### src/design/rpt_pkg.sv
`timescale 1ns / 1ps
package rpt_pkg;
  typedef enum logic [1:0] {
    KIND_ADD  = 2'd0,
    KIND_ACK  = 2'd1,
    KIND_POLL = 2'd2,
    KIND_NONE = 2'd3
  } kind_e;

  localparam int unsigned RegTimeout = 0;
  localparam int unsigned RegRetries = 1;
  localparam logic [15:0] TimeoutReset = 16'd250;
  localparam logic [7:0]  RetriesReset = 8'd3;

  typedef enum logic [2:0] {
    ST_IDLE,
    ST_RD,
    ST_SCAN,
    ST_WB,
    ST_OUT
  } state_e;

  typedef struct packed {
    logic [15:0] seq;
    logic [31:0] stamp;
    logic [7:0]  retries;
  } entry_t;

  typedef struct packed {
    logic        table_full;
    logic [4:0]  removed_count;
    logic        expired_found;
    logic [15:0] expired_seq;
    logic        final_retry;
    logic [31:0] retransmit_total;
  } result_t;
endpackage

### src/design/rpt_if.sv
`timescale 1ns / 1ps
interface rpt_in_if;
  logic        valid;
  logic        ready;
  logic [1:0]  kind;
  logic [15:0] seq;
  logic [15:0] ack_min;
  logic [15:0] ack_max;
  logic [31:0] now_ms;
  modport source (output valid, kind, seq, ack_min, ack_max, now_ms, input ready);
  modport sink (input valid, kind, seq, ack_min, ack_max, now_ms, output ready);
endinterface

interface rpt_out_if;
  logic        valid;
  logic        ready;
  logic        table_full;
  logic [4:0]  removed_count;
  logic        expired_found;
  logic [15:0] expired_seq;
  logic        final_retry;
  logic [31:0] retransmit_total;
  modport source (output valid, table_full, removed_count, expired_found, expired_seq,
                  final_retry, retransmit_total, input ready);
  modport sink (input valid, table_full, removed_count, expired_found, expired_seq,
                final_retry, retransmit_total, output ready);
endinterface

interface rpt_cfg_if;
  logic        valid;
  logic        ready;
  logic [0:0]  index;
  logic [31:0] data;
  modport source (output valid, index, data, input ready);
  modport sink (input valid, index, data, output ready);
endinterface

### src/design/rpt_ram.sv
`timescale 1ns / 1ps
module rpt_ram #(
  parameter int unsigned Width = 8,
  parameter int unsigned Depth = 16
) (
  input  logic                     clk_i,
  input  logic                     we_i,
  input  logic [$clog2(Depth)-1:0] waddr_i,
  input  logic [Width-1:0]         wdata_i,
  input  logic [$clog2(Depth)-1:0] raddr_i,
  output logic [Width-1:0]         rdata_o
);
  logic [Width-1:0] mem_q [Depth];

  always_ff @(posedge clk_i) begin
    if (we_i) mem_q[waddr_i] <= wdata_i;
    rdata_o <= mem_q[raddr_i];
  end
endmodule

### src/design/rpt_order.sv
`timescale 1ns / 1ps
// Insertion-age bookkeeping: valid bits and arrival ranks per slot, one row
// of cells. Ranks compact when an entry is dropped.
module rpt_order #(
  parameter int unsigned Depth = 16
) (
  input  logic                     clk_i,
  input  logic                     rst_ni,
  input  logic                     add_i,
  input  logic [$clog2(Depth)-1:0] add_idx_i,
  input  logic                     drop_i,
  input  logic [$clog2(Depth)-1:0] drop_idx_i,
  output logic [Depth-1:0]         valid_o,
  output logic [$clog2(Depth)-1:0] free_idx_o,
  output logic                     has_free_o,
  input  logic [$clog2(Depth)-1:0] rank_idx_i,
  output logic [$clog2(Depth):0]   rank_o
);
  localparam int unsigned IdxW = $clog2(Depth);
  localparam int unsigned RankW = IdxW + 1;

  logic [Depth-1:0] valid_q;
  logic [RankW-1:0] rank_q [Depth];
  logic [RankW-1:0] count_q;
  logic [RankW-1:0] drop_rank;

  assign valid_o = valid_q;
  assign drop_rank = rank_q[drop_idx_i];
  assign rank_o = rank_q[rank_idx_i];

  always_comb begin
    free_idx_o = '0;
    has_free_o = 1'b0;
    for (int i = Depth - 1; i >= 0; i--) begin
      if (!valid_q[i]) begin
        free_idx_o = IdxW'(i);
        has_free_o = 1'b1;
      end
    end
  end

  always_ff @(posedge clk_i or negedge rst_ni) begin
    if (!rst_ni) begin
      valid_q <= '0;
      count_q <= '0;
    end else if (add_i) begin
      valid_q[add_idx_i] <= 1'b1;
      count_q <= count_q + 1'b1;
    end else if (drop_i) begin
      valid_q[drop_idx_i] <= 1'b0;
      count_q <= count_q - 1'b1;
    end
  end

  always_ff @(posedge clk_i) begin
    for (int i = 0; i < Depth; i++) begin
      if (add_i && add_idx_i == IdxW'(i)) begin
        rank_q[i] <= count_q;
      end else if (drop_i && valid_q[i] && rank_q[i] > drop_rank) begin
        rank_q[i] <= rank_q[i] - 1'b1;
      end
    end
  end
endmodule

### src/design/retransmit_pending_table.sv
`timescale 1ns / 1ps
// Pending-packet table for retransmission.
// Channels: in_if (add, ack range, poll), out_if (one result per item),
// cfg_if (register 0 resend timeout, register 1 retry limit).
// Entry payload (seq, stamp, retries) lives in one RAM with a registered read;
// valid bits and insertion ranks sit in flip-flops.
// Add: the result passes ST_RD and ST_OUT before it is valid. Ack and poll scan
// the RAM one entry a cycle; an ack drops each match as it passes, a poll
// restamps the oldest expired entry and bumps its retries with one write-back,
// dropping it once the retry limit is reached.
// One item at a time; in_if is ready again in the cycle after the result
// transfer.
// Reset clears valid bits, rank count and total and sets the config registers to their defaults; no RAM sweep.
// A stalled output holds its result; the next item waits for the transfer.
module retransmit_pending_table #(
  parameter int unsigned PENDING_DEPTH = 16
) (
  input logic clk_i,
  input logic rst_ni,
  rpt_in_if.sink    in_if,
  rpt_out_if.source out_if,
  rpt_cfg_if.sink   cfg_if
);
  localparam int unsigned IdxW = $clog2(PENDING_DEPTH);
  localparam int unsigned CntW = IdxW + 1;

  rpt_pkg::state_e state_q, state_d;
  logic [15:0] timeout_q;
  logic [7:0]  retries_max_q;
  logic [31:0] total_q;
  logic [1:0]  kind_q;
  logic [15:0] seq_q, amin_q, amax_q;
  logic [31:0] now_q;
  logic [CntW-1:0] ptr_q;       // address issued
  logic [IdxW-1:0] cur_q;       // index of the data now on rdata
  logic            cur_v_q;
  logic [4:0]  removed_q;
  logic        have_q;
  logic [IdxW-1:0] best_q;
  logic [CntW-1:0] best_rank_q;
  rpt_pkg::entry_t best_e_q;
  rpt_pkg::result_t res_q;
  logic out_v_q, full_q, fin_q;

  logic we;
  logic [IdxW-1:0] waddr, raddr;
  rpt_pkg::entry_t wdata, rdata;
  logic add, drop;
  logic [IdxW-1:0] drop_idx, free_idx;
  logic [PENDING_DEPTH-1:0] valid;
  logic has_free;
  logic [CntW-1:0] rank;
  logic hit_ack, hit_exp;
  logic [31:0] elapsed;
  logic [7:0] new_ret;

  rpt_ram #(.Width($bits(rpt_pkg::entry_t)), .Depth(PENDING_DEPTH)) u_ram (
    .clk_i, .we_i(we), .waddr_i(waddr), .wdata_i(wdata), .raddr_i(raddr), .rdata_o(rdata)
  );

  rpt_order #(.Depth(PENDING_DEPTH)) u_order (
    .clk_i, .rst_ni, .add_i(add), .add_idx_i(free_idx), .drop_i(drop), .drop_idx_i(drop_idx),
    .valid_o(valid), .free_idx_o(free_idx), .has_free_o(has_free),
    .rank_idx_i(cur_q), .rank_o(rank)
  );

  assign in_if.ready = (state_q == rpt_pkg::ST_IDLE) && !out_v_q;
  assign cfg_if.ready = 1'b1;
  assign raddr = ptr_q[IdxW-1:0];
  assign elapsed = now_q - rdata.stamp;
  assign hit_ack = cur_v_q && valid[cur_q] && rdata.seq >= amin_q && rdata.seq <= amax_q;
  assign hit_exp = cur_v_q && valid[cur_q] && elapsed >= {16'd0, timeout_q};
  assign new_ret = (best_e_q.retries == 8'hFF) ? 8'hFF : best_e_q.retries + 8'd1;

  always_comb begin
    state_d = state_q;
    we = 1'b0;
    waddr = best_q;
    wdata = '{seq: seq_q, stamp: now_q, retries: new_ret};
    add = 1'b0;
    drop = 1'b0;
    drop_idx = cur_q;
    unique case (state_q)
      rpt_pkg::ST_IDLE: if (in_if.valid && in_if.ready) state_d = rpt_pkg::ST_RD;
      rpt_pkg::ST_RD: begin
        unique case (kind_q)
          rpt_pkg::KIND_ADD: begin
            if (has_free) begin
              we = 1'b1;
              waddr = free_idx;
              wdata = '{seq: seq_q, stamp: now_q, retries: 8'd0};
              add = 1'b1;
            end
            state_d = rpt_pkg::ST_OUT;
          end
          rpt_pkg::KIND_ACK, rpt_pkg::KIND_POLL: state_d = rpt_pkg::ST_SCAN;
          default: state_d = rpt_pkg::ST_OUT;
        endcase
      end
      rpt_pkg::ST_SCAN: begin
        if (kind_q == rpt_pkg::KIND_ACK && hit_ack) drop = 1'b1;
        if (!cur_v_q && ptr_q == CntW'(PENDING_DEPTH)) begin
          state_d = (kind_q == rpt_pkg::KIND_POLL) ? rpt_pkg::ST_WB : rpt_pkg::ST_OUT;
        end
      end
      rpt_pkg::ST_WB: begin
        if (have_q) begin
          we = 1'b1;
          wdata = '{seq: best_e_q.seq, stamp: now_q, retries: new_ret};
          drop = new_ret >= retries_max_q;
          drop_idx = best_q;
        end
        state_d = rpt_pkg::ST_OUT;
      end
      rpt_pkg::ST_OUT: state_d = rpt_pkg::ST_IDLE;
      default: state_d = rpt_pkg::ST_IDLE;
    endcase
  end

  always_ff @(posedge clk_i or negedge rst_ni) begin
    if (!rst_ni) begin
      state_q <= rpt_pkg::ST_IDLE;
      timeout_q <= rpt_pkg::TimeoutReset;
      retries_max_q <= rpt_pkg::RetriesReset;
      total_q <= '0;
      out_v_q <= 1'b0;
      cur_v_q <= 1'b0;
      ptr_q <= '0;
    end else begin
      state_q <= state_d;
      if (cfg_if.valid) begin
        if (cfg_if.index == 1'(rpt_pkg::RegTimeout)) timeout_q <= cfg_if.data[15:0];
        else retries_max_q <= cfg_if.data[7:0];
      end
      if (out_v_q && out_if.ready) out_v_q <= 1'b0;
      if (state_q == rpt_pkg::ST_RD) begin
        // address 0 is read in this cycle
        ptr_q <= CntW'(1);
        cur_v_q <= 1'b1;
      end else if (state_q == rpt_pkg::ST_SCAN) begin
        cur_v_q <= ptr_q != CntW'(PENDING_DEPTH);
        if (ptr_q != CntW'(PENDING_DEPTH)) ptr_q <= ptr_q + 1'b1;
      end else begin
        ptr_q <= '0;
        cur_v_q <= 1'b0;
      end
      if (state_q == rpt_pkg::ST_WB && have_q) total_q <= total_q + 32'd1;
      if (state_q == rpt_pkg::ST_OUT) out_v_q <= 1'b1;
    end
  end

  always_ff @(posedge clk_i) begin
    if (in_if.valid && in_if.ready) begin
      kind_q <= in_if.kind;
      seq_q <= in_if.seq;
      amin_q <= in_if.ack_min;
      amax_q <= in_if.ack_max;
      now_q <= in_if.now_ms;
      removed_q <= '0;
      have_q <= 1'b0;
      full_q <= 1'b0;
      fin_q <= 1'b0;
    end
    // data for address ptr arrives next cycle
    if (state_q == rpt_pkg::ST_RD) cur_q <= '0;
    else if (state_q == rpt_pkg::ST_SCAN) cur_q <= ptr_q[IdxW-1:0];
    if (state_q == rpt_pkg::ST_RD && kind_q == rpt_pkg::KIND_ADD) full_q <= !has_free;
    if (state_q == rpt_pkg::ST_SCAN && kind_q == rpt_pkg::KIND_ACK && hit_ack &&
        removed_q != 5'd31)
      removed_q <= removed_q + 5'd1;
    if (state_q == rpt_pkg::ST_SCAN && kind_q == rpt_pkg::KIND_POLL && hit_exp &&
        (!have_q || rank < best_rank_q)) begin
      have_q <= 1'b1;
      best_q <= cur_q;
      best_rank_q <= rank;
      best_e_q <= rdata;
    end
    if (state_q == rpt_pkg::ST_WB) fin_q <= have_q && (new_ret >= retries_max_q);
    if (state_q == rpt_pkg::ST_OUT) begin
      res_q.table_full <= full_q;
      res_q.removed_count <= removed_q;
      res_q.expired_found <= have_q;
      res_q.expired_seq <= have_q ? best_e_q.seq : 16'd0;
      res_q.final_retry <= fin_q;
      res_q.retransmit_total <= total_q;
    end
  end

  assign out_if.valid = out_v_q;
  assign out_if.table_full = res_q.table_full;
  assign out_if.removed_count = res_q.removed_count;
  assign out_if.expired_found = res_q.expired_found;
  assign out_if.expired_seq = res_q.expired_seq;
  assign out_if.final_retry = res_q.final_retry;
  assign out_if.retransmit_total = res_q.retransmit_total;
endmodule

### src/flat_wrapper.sv
// flat-port wrapper written by rule: the top's interface ports become plain ports
module retransmit_pending_table_flat 
#(
  parameter int unsigned PENDING_DEPTH = 16
)
  (clk_i, rst_ni, in_if_valid, in_if_kind, in_if_seq, in_if_ack_min, in_if_ack_max, in_if_now_ms, in_if_ready, out_if_valid, out_if_table_full, out_if_removed_count, out_if_expired_found, out_if_expired_seq, out_if_final_retry, out_if_retransmit_total, out_if_ready, cfg_if_valid, cfg_if_index, cfg_if_data, cfg_if_ready);
  rpt_in_if in_if_i ();
  rpt_out_if out_if_i ();
  rpt_cfg_if cfg_if_i ();
  input logic clk_i;
  input logic rst_ni;
  input wire logic [$bits(in_if_i.valid)-1:0] in_if_valid;
  input wire logic [$bits(in_if_i.kind)-1:0] in_if_kind;
  input wire logic [$bits(in_if_i.seq)-1:0] in_if_seq;
  input wire logic [$bits(in_if_i.ack_min)-1:0] in_if_ack_min;
  input wire logic [$bits(in_if_i.ack_max)-1:0] in_if_ack_max;
  input wire logic [$bits(in_if_i.now_ms)-1:0] in_if_now_ms;
  output wire logic [$bits(in_if_i.ready)-1:0] in_if_ready;
  output wire logic [$bits(out_if_i.valid)-1:0] out_if_valid;
  output wire logic [$bits(out_if_i.table_full)-1:0] out_if_table_full;
  output wire logic [$bits(out_if_i.removed_count)-1:0] out_if_removed_count;
  output wire logic [$bits(out_if_i.expired_found)-1:0] out_if_expired_found;
  output wire logic [$bits(out_if_i.expired_seq)-1:0] out_if_expired_seq;
  output wire logic [$bits(out_if_i.final_retry)-1:0] out_if_final_retry;
  output wire logic [$bits(out_if_i.retransmit_total)-1:0] out_if_retransmit_total;
  input wire logic [$bits(out_if_i.ready)-1:0] out_if_ready;
  input wire logic [$bits(cfg_if_i.valid)-1:0] cfg_if_valid;
  input wire logic [$bits(cfg_if_i.index)-1:0] cfg_if_index;
  input wire logic [$bits(cfg_if_i.data)-1:0] cfg_if_data;
  output wire logic [$bits(cfg_if_i.ready)-1:0] cfg_if_ready;
  assign in_if_i.valid = in_if_valid;
  assign in_if_i.kind = in_if_kind;
  assign in_if_i.seq = in_if_seq;
  assign in_if_i.ack_min = in_if_ack_min;
  assign in_if_i.ack_max = in_if_ack_max;
  assign in_if_i.now_ms = in_if_now_ms;
  assign in_if_ready = in_if_i.ready;
  assign out_if_valid = out_if_i.valid;
  assign out_if_table_full = out_if_i.table_full;
  assign out_if_removed_count = out_if_i.removed_count;
  assign out_if_expired_found = out_if_i.expired_found;
  assign out_if_expired_seq = out_if_i.expired_seq;
  assign out_if_final_retry = out_if_i.final_retry;
  assign out_if_retransmit_total = out_if_i.retransmit_total;
  assign out_if_i.ready = out_if_ready;
  assign cfg_if_i.valid = cfg_if_valid;
  assign cfg_if_i.index = cfg_if_index;
  assign cfg_if_i.data = cfg_if_data;
  assign cfg_if_ready = cfg_if_i.ready;
  retransmit_pending_table #(.PENDING_DEPTH(PENDING_DEPTH)) u_core (.clk_i(clk_i), .rst_ni(rst_ni), .in_if(in_if_i), .out_if(out_if_i), .cfg_if(cfg_if_i));
endmodule
### config.mk
export PLATFORM = sky130hd
export DESIGN_NAME = retransmit_pending_table_flat
export DESIGN_NICKNAME = d
export VERILOG_FILES = /design/src/design/rpt_pkg.sv /design/src/design/rpt_if.sv /design/src/design/rpt_ram.sv /design/src/design/rpt_order.sv /design/src/design/retransmit_pending_table.sv /design/src/flat_wrapper.sv
export SDC_FILE = /design/constraint.sdc
export NUM_CORES = 2
export LEC_CHECK = 0
export BUFFER_PORTS_ARGS = -buffer_cell sky130_fd_sc_hd__buf_4
export CAP_MARGIN = 20
export CORE_MARGIN = 2
export CORE_UTILIZATION = 55
export CTS_CLUSTER_SIZE = 30
export DETAILED_ROUTE_END_ITERATION = 6
export MAX_ROUTING_LAYER = met4
export PLACE_DENSITY = 0.75
export REMOVE_ABC_BUFFERS = 1
export SYNTH_ARGS = -nofsm -noshare
export SYNTH_HDL_FRONTEND = slang
export SYNTH_SLANG_ARGS = --single-unit
### constraint.sdc
create_clock -name clk_i -period 7 [get_ports clk_i]
set_input_delay 1.05 -clock clk_i [delete_from_list [all_inputs] [get_ports clk_i]]
set_output_delay 1.05 -clock clk_i [all_outputs]
set_load 0.005 [all_outputs]
## Word level (Yosys, flattened, before mapping)

Memories as Yosys holds them, arrays and structs flattened. A register that Yosys moved wholly into a read port is not among the register bits.
Cells that the tools add are included.

- Bits in registers: 270
- RAM bits: 976
- Input bits: 120
- Output and inout port bits: 59
- Logic and storage cells: 390
- Memories: 2

- Add/sub/neg operators: 23
- $lt $le $gt $ge: 26
- Equality and inequality tests: 28
- Muxes and demuxes: 177
- Bitwise gates (word level): 20
- Reductions and logical operators: 85

Memory list:

| name | depth | width | read ports | clocked after Yosys merged registers in | wr ports | line | RTL |
|---|---|---|---|---|---|---|---|
| u_core.u_ram.mem_q | 16 | 56 | 1 | 1 | 1 | rpt_ram.sv:13 | `logic [Width-1:0] mem_q [Depth];` |
| u_core.u_order.rank_q | 16 | 5 | 18 | 1 | 16 | rpt_order.sv:23 | `logic [RankW-1:0] rank_q [Depth];` |

Operators with widths:

| cell | number |
|---|---|
| 5-bit two-way mux | 23 |
| 1-bit two-way mux | 114 |
| 56-bit one-hot mux with 2 select lines | 1 |
| 4-bit two-way mux | 23 |
| 5-bit by 1-bit subtractor with 5-bit output (second input constant) | 17 |
| 5-bit greater-than comparator | 16 |
| 1-bit logical AND | 68 |
| 56-bit two-way mux | 1 |
| 32-bit by 1-bit adder with 32-bit output (second input constant) | 1 |
| 4-bit == test (second input constant) | 8 |
| 32-bit by 16-bit greater-or-equal comparator with 1-bit output | 1 |
| 16-bit two-way mux | 2 |
| 32-bit subtractor | 1 |
| 8-bit two-way mux | 3 |
| 16-bit AND | 1 |
| 4-bit by 3-bit == test with 1-bit output (second input constant) | 4 |
| 16-bit greater-or-equal comparator | 1 |
| 16-bit less-or-equal comparator | 1 |
| 16-bit NOT | 1 |
| 1-bit OR | 16 |
| 16-bit OR | 1 |
| 5-bit by 1-bit adder with 5-bit output (second input constant) | 3 |
| 4-bit by 5-bit < comparator with 1-bit output (second input constant) | 3 |
| 3-bit two-way mux | 4 |
| other kinds (30) | 45 |

## Longest topological paths before layout

- Depth in word-level cells: 23
- Mapped depth: 18
- Gate-level depth less buffers: 18

## Hierarchy

A second synthesis with hierarchy kept.

- Cell total of the unflattened synthesis: 3301
- Area total of the unflattened synthesis: 56032.5 um^2

By module, submodules not included:

| module | instances | cells each | area each (um^2) | seq. area each (um^2) |
|---|---|---|---|---|
| rpt_ram | 1 | 1445 | 34678.3 | 28026.9 |
| retransmit_pending_table | 1 | 1113 | 12746.0 | 7106.8 |
| rpt_order | 1 | 743 | 8608.3 | 2927.8 |

## Worst setup path after synthesis

Ideal clock, no wire load.

- Path kind: register to register
- Start point: register u_core.state_q[1]
- End point: memory u_core.u_ram.mem_q[4][0] in the netlist's numbering (enable)
- Setup time: 0.539 ns
- Arrival: 6.029 ns
- Required time: 6.461 ns
- Setup slack: 0.432 ns
- Stages on the path, launching flop included: 11
- Buffers on the path: 2
- Period minus slack after synthesis: 6.568 ns
- Path through: dfrtp_1 > clkbuf_1 > nor2b_1 > and3b_1 > clkbuf_1 > o21ai_0 > nand2_1 > clkinv_1 > nand2_1 > o21ai_1 > nor3_1

- Word-level cells in the longest chain between the ends: 4
- Elaborated cells between the ends (all ways): 6
- Classes of those cells: 2 x eq/ne; 4 x mux

Ends and longest elaborated chain:

| what | line | RTL |
|---|---|---|
| start, declared | retransmit_pending_table.sv:27 | `rpt_pkg::state_e state_q, state_d;` |
| start signal, assigned | retransmit_pending_table.sv:122 | `state_q <= rpt_pkg::ST_IDLE;` |
| start signal, assigned | retransmit_pending_table.sv:130 | `state_q <= state_d;` |
| 3-bit by 2-bit == test with 1-bit output / 3-bit by 1-bit == test with 1-bit output (equally long branches) | retransmit_pending_table.sv:83 | `unique case (state_q)` |
| 1-bit one-hot mux with 2 select lines | retransmit_pending_table.sv:83 |  |
| 1-bit two-way mux | rpt_ram.sv:16 | `if (we_i) mem_q[waddr_i] <= wdata_i;` |
| 1-bit two-way mux (implied by the code) | rpt_ram.sv:16 |  |
| end, declared | rpt_ram.sv:13 |  |

Several ways; a longest one is shown, not always the timed one.

==> flow_summary.toml <==
[final_layout]
multiInputGateArea_um2 = 17100
regArea_um2 = 38200
layout_common_cells = "edfxtp_1, mux4_2, buf_4, ha_1, nand2_1"
drive_above_1_share_pct = 24.0
final_common_cell = "edfxtp_1"
antennaDiodeCount = 0
nFillCells = 7105
final_nets = 3770
final_area_um2 = 63600
syn2layout_area_growth_pct = 13.2

[cts]
post-cts-setup-buffers = 0
clk_pin_slew_ns = 0.06
htree_levels = 4
cts-buffers-inserted = 132
clk_latency_ns = 0.73
postCtsHoldBufs = 0
cts_resized = 0
clock_path_buffers = 3
cts.sinks = 1306
cts-root-buf = "clkbuf_16"
cts_tree = "done"

[worst_setup_path]
crit_fanout = 20
cp.required_ns = 7.47
critPathLaunchType = "register"
critPathSlowestCell = "dfxtp_1"
r2r_slack_ns = 1.27
criticalPathCategory = "register to register"
max_stage_delay_ns = 0.86
crit_arrival_ns = 6.20
cp_cell_sequence = "inv_1, nor2_2, mux2i_4, buf_4, mux4_2, o22a_1, o221ai_1, buf_4, ha_1, nor2b_1, o21a_1, o21ai_0, nand2b_1, a21oi_1, nor2_1, o21ai_1, mux2_2"
cpMostUsedCell = "buf_4"
cp-end-kind = "register"

[route]
dr.pass1.iters = 5
via_per_inst = 6.23
wl_per_cell_um = 26.3
via_count = 30694
ant_nets = 0
initialDrtViolationCount = 3372
drt_wl_total_um = 130000
drc_errors = 0

[global_routing]
grt_pass1_wl_um = 194000
grt_pass1_vias = 30740
grt_usage_pct = 25.8
antenna_found_initial = 1
grt_max_degree = 132
overflow = 0

[sta]
finalCritPeriodShare_pct = 81.9
period_needed_ns = 5.73
maxSlewHeadroom_pct = 27.1
finClkSkew_ns = 0.0361
max_freq_ghz = 0.174
rsz0062_at_grt = "false"
drv_slew = 0
hold_viol = 0
whs_ns = 0.246
setup_violations = 0
worst_pin_slew_ns = 1.09

[yosys]
yosysTopAreaCellShare_pct = 61.7
synth_edf_count = 1154
seq_area_frac_synth_pct = 67.9
async_reset_ff_share_pct = 6.66
synthesis.area_um2 = 56200
syn-mean-instance-area_um2 = 17.5
ys_warn_count = 0
ys.flop_type = "edfxtp_1"
ys_ff_latch = 1306
synth.area.top_cells = "edfxtp_1, mux4_2, ha_1"
ys_types = 72
synth_top_area_cell = "edfxtp_1"
syn_inst = 3215

[floorplanning]
fp-row-count = 117
core_area_um2 = 102000
die_y_um = 324
start_util_pct = 55.3
chipWidth_um = 324
die_area_um2 = 105000
io_pins = 179

[power]
ir_drop_mv = 0.283
p_leak_nw = 22.3
power.density_nw_per_um2 = 344

[hold_path]
min_path_type = "input port to asynchronous set/reset pin"

[place]
postPlaceCellArea_um2 = 59300
hpwl_um = 72600
portBuffers = 161
gp_congestion = 0.949

[run]
maxCapViolCount = 0

[run_status]
outcome = "completed"
[where the power goes]
group	switching (mW)	total, mW	internal [mW]
registers	0.615	10.1	9.47
clock network	2.91	6.96	4.05
logic	2.62	4.83	2.22
total	6.14	21.9	15.7
[synthesized netlist by cell type, drive strengths merged, types with 9 or more instances]
cell type  count
nand3         47
and2          28
o21a          30
nor2b         30
a21oi         79
buf           27
ha           199
and3          12
dfxtp         65
mux2          65
nor3          51
a211oi        10
nor2          99
xnor2         43
a31oi         17
mux4         330
nor3b         18
clkbuf        89
mux2i         35
edfxtp      1154
a21o          40
nand2        154
o211ai         9
xor2          67
nand2b        34
inv          154
nand4         28
dfrtp         79
o21ai        115
[critical path, delay by kind of cell (launching register included)]
family	cells	cell delay, ns
adders and majority gates	1	0.27
DFF	1	0.86
and+or+nand+nor	4	0.51
buffers and inverters	3	0.91
muxes	3	1.65
AOI/OAI and AO/OA	6	1.24
[layout make-up]
| type | instances | area share, % |
|---|---|---|
| tap | 1368 | 2.69 |
| timing repair buffer | 216 | 2.79 |
| inverter | 155 | 0.919 |
| clock buffer | 183 | 5.70 |
| sequential | 1306 | 60.0 |
| clock inverter | 58 | 0.997 |
| multi-input combinational | 1638 | 26.9 |
[state kept, by name, summed over array words and instances (netlist names), 8 cells and up, named ones only]
| signal | count |
|---|---|
| u_core.amin_q | 16 |
| u_core.total_q | 32 |
| u_core.best_e_q | 24 |
| u_core.u_ram.mem_q | 896 |
| u_core.seq_q | 16 |
| u_core.out_if.retransmit_total | 32 |
| u_core.retries_max_q | 8 |
| u_core.now_q | 32 |
| u_core.u_ram.rdata_o | 56 |
| u_core.u_order.valid_o | 16 |
| u_core.timeout_q | 16 |
| u_core.out_if.expired_seq | 16 |
| u_core.u_order.rank_q | 80 |
| u_core.amax_q | 16 |
[kinds of logic after synthesis]
group / share of synthesized area (%)
compound gates: 4.24
xor+xnor: 1.72
fa+ha+maj: 4.50
buf+inv: 1.84
flops: 67.9
mux: 15.2
other cells: 0.00668
simple gates: 4.63
[worst paths after layout]
kind / cells past startpoint / end / from
max: 17 / u_core.u_order.rank_q[12][3] / u_core.have_q
min: 1 / u_core.out_if.valid / rst_ni
max reg2reg: 17 / u_core.u_order.rank_q[12][3] / u_core.have_q
min reg2reg: 0 / u_core.best_e_q[2] / u_core.u_ram.rdata_o[2]
max in group asynchronous: 2 / u_core.ptr_q[2] / rst_ni
min in group clk_i: 0 / u_core.best_e_q[2] / u_core.u_ram.rdata_o[2]
[per-stage QoR]
stage / power [mW] / setup TNS, ns / worst slack (ns) / instances / utilization (%)
after detailed placement: 15.0 / 0 / 1.30 / 4678 / 58.4
after floorplan: 13.9 / -186.70 / -2.97 / 3099 / -
after global placement: 14.9 / 0 / 1.31 / 4678 / 58.4
after global routing: 22.8 / 0 / 0.881 / 4924 / 62.6
final: 21.9 / 0 / 1.27 / 4924 / 62.6
after CTS: 22.0 / 0 / 1.25 / 4919 / 62.5
[metal layers]
metal  routed length, um  vias to the layer above  track usage, %
met3               10300                      241            3.92
met5                   0                        -               -
met4                3250                        0            7.40
li1                    -                    13197               -
met1               51900                    15780            35.1
met2               64100                     1476            41.1
Power figures use the tool's default switching activity.
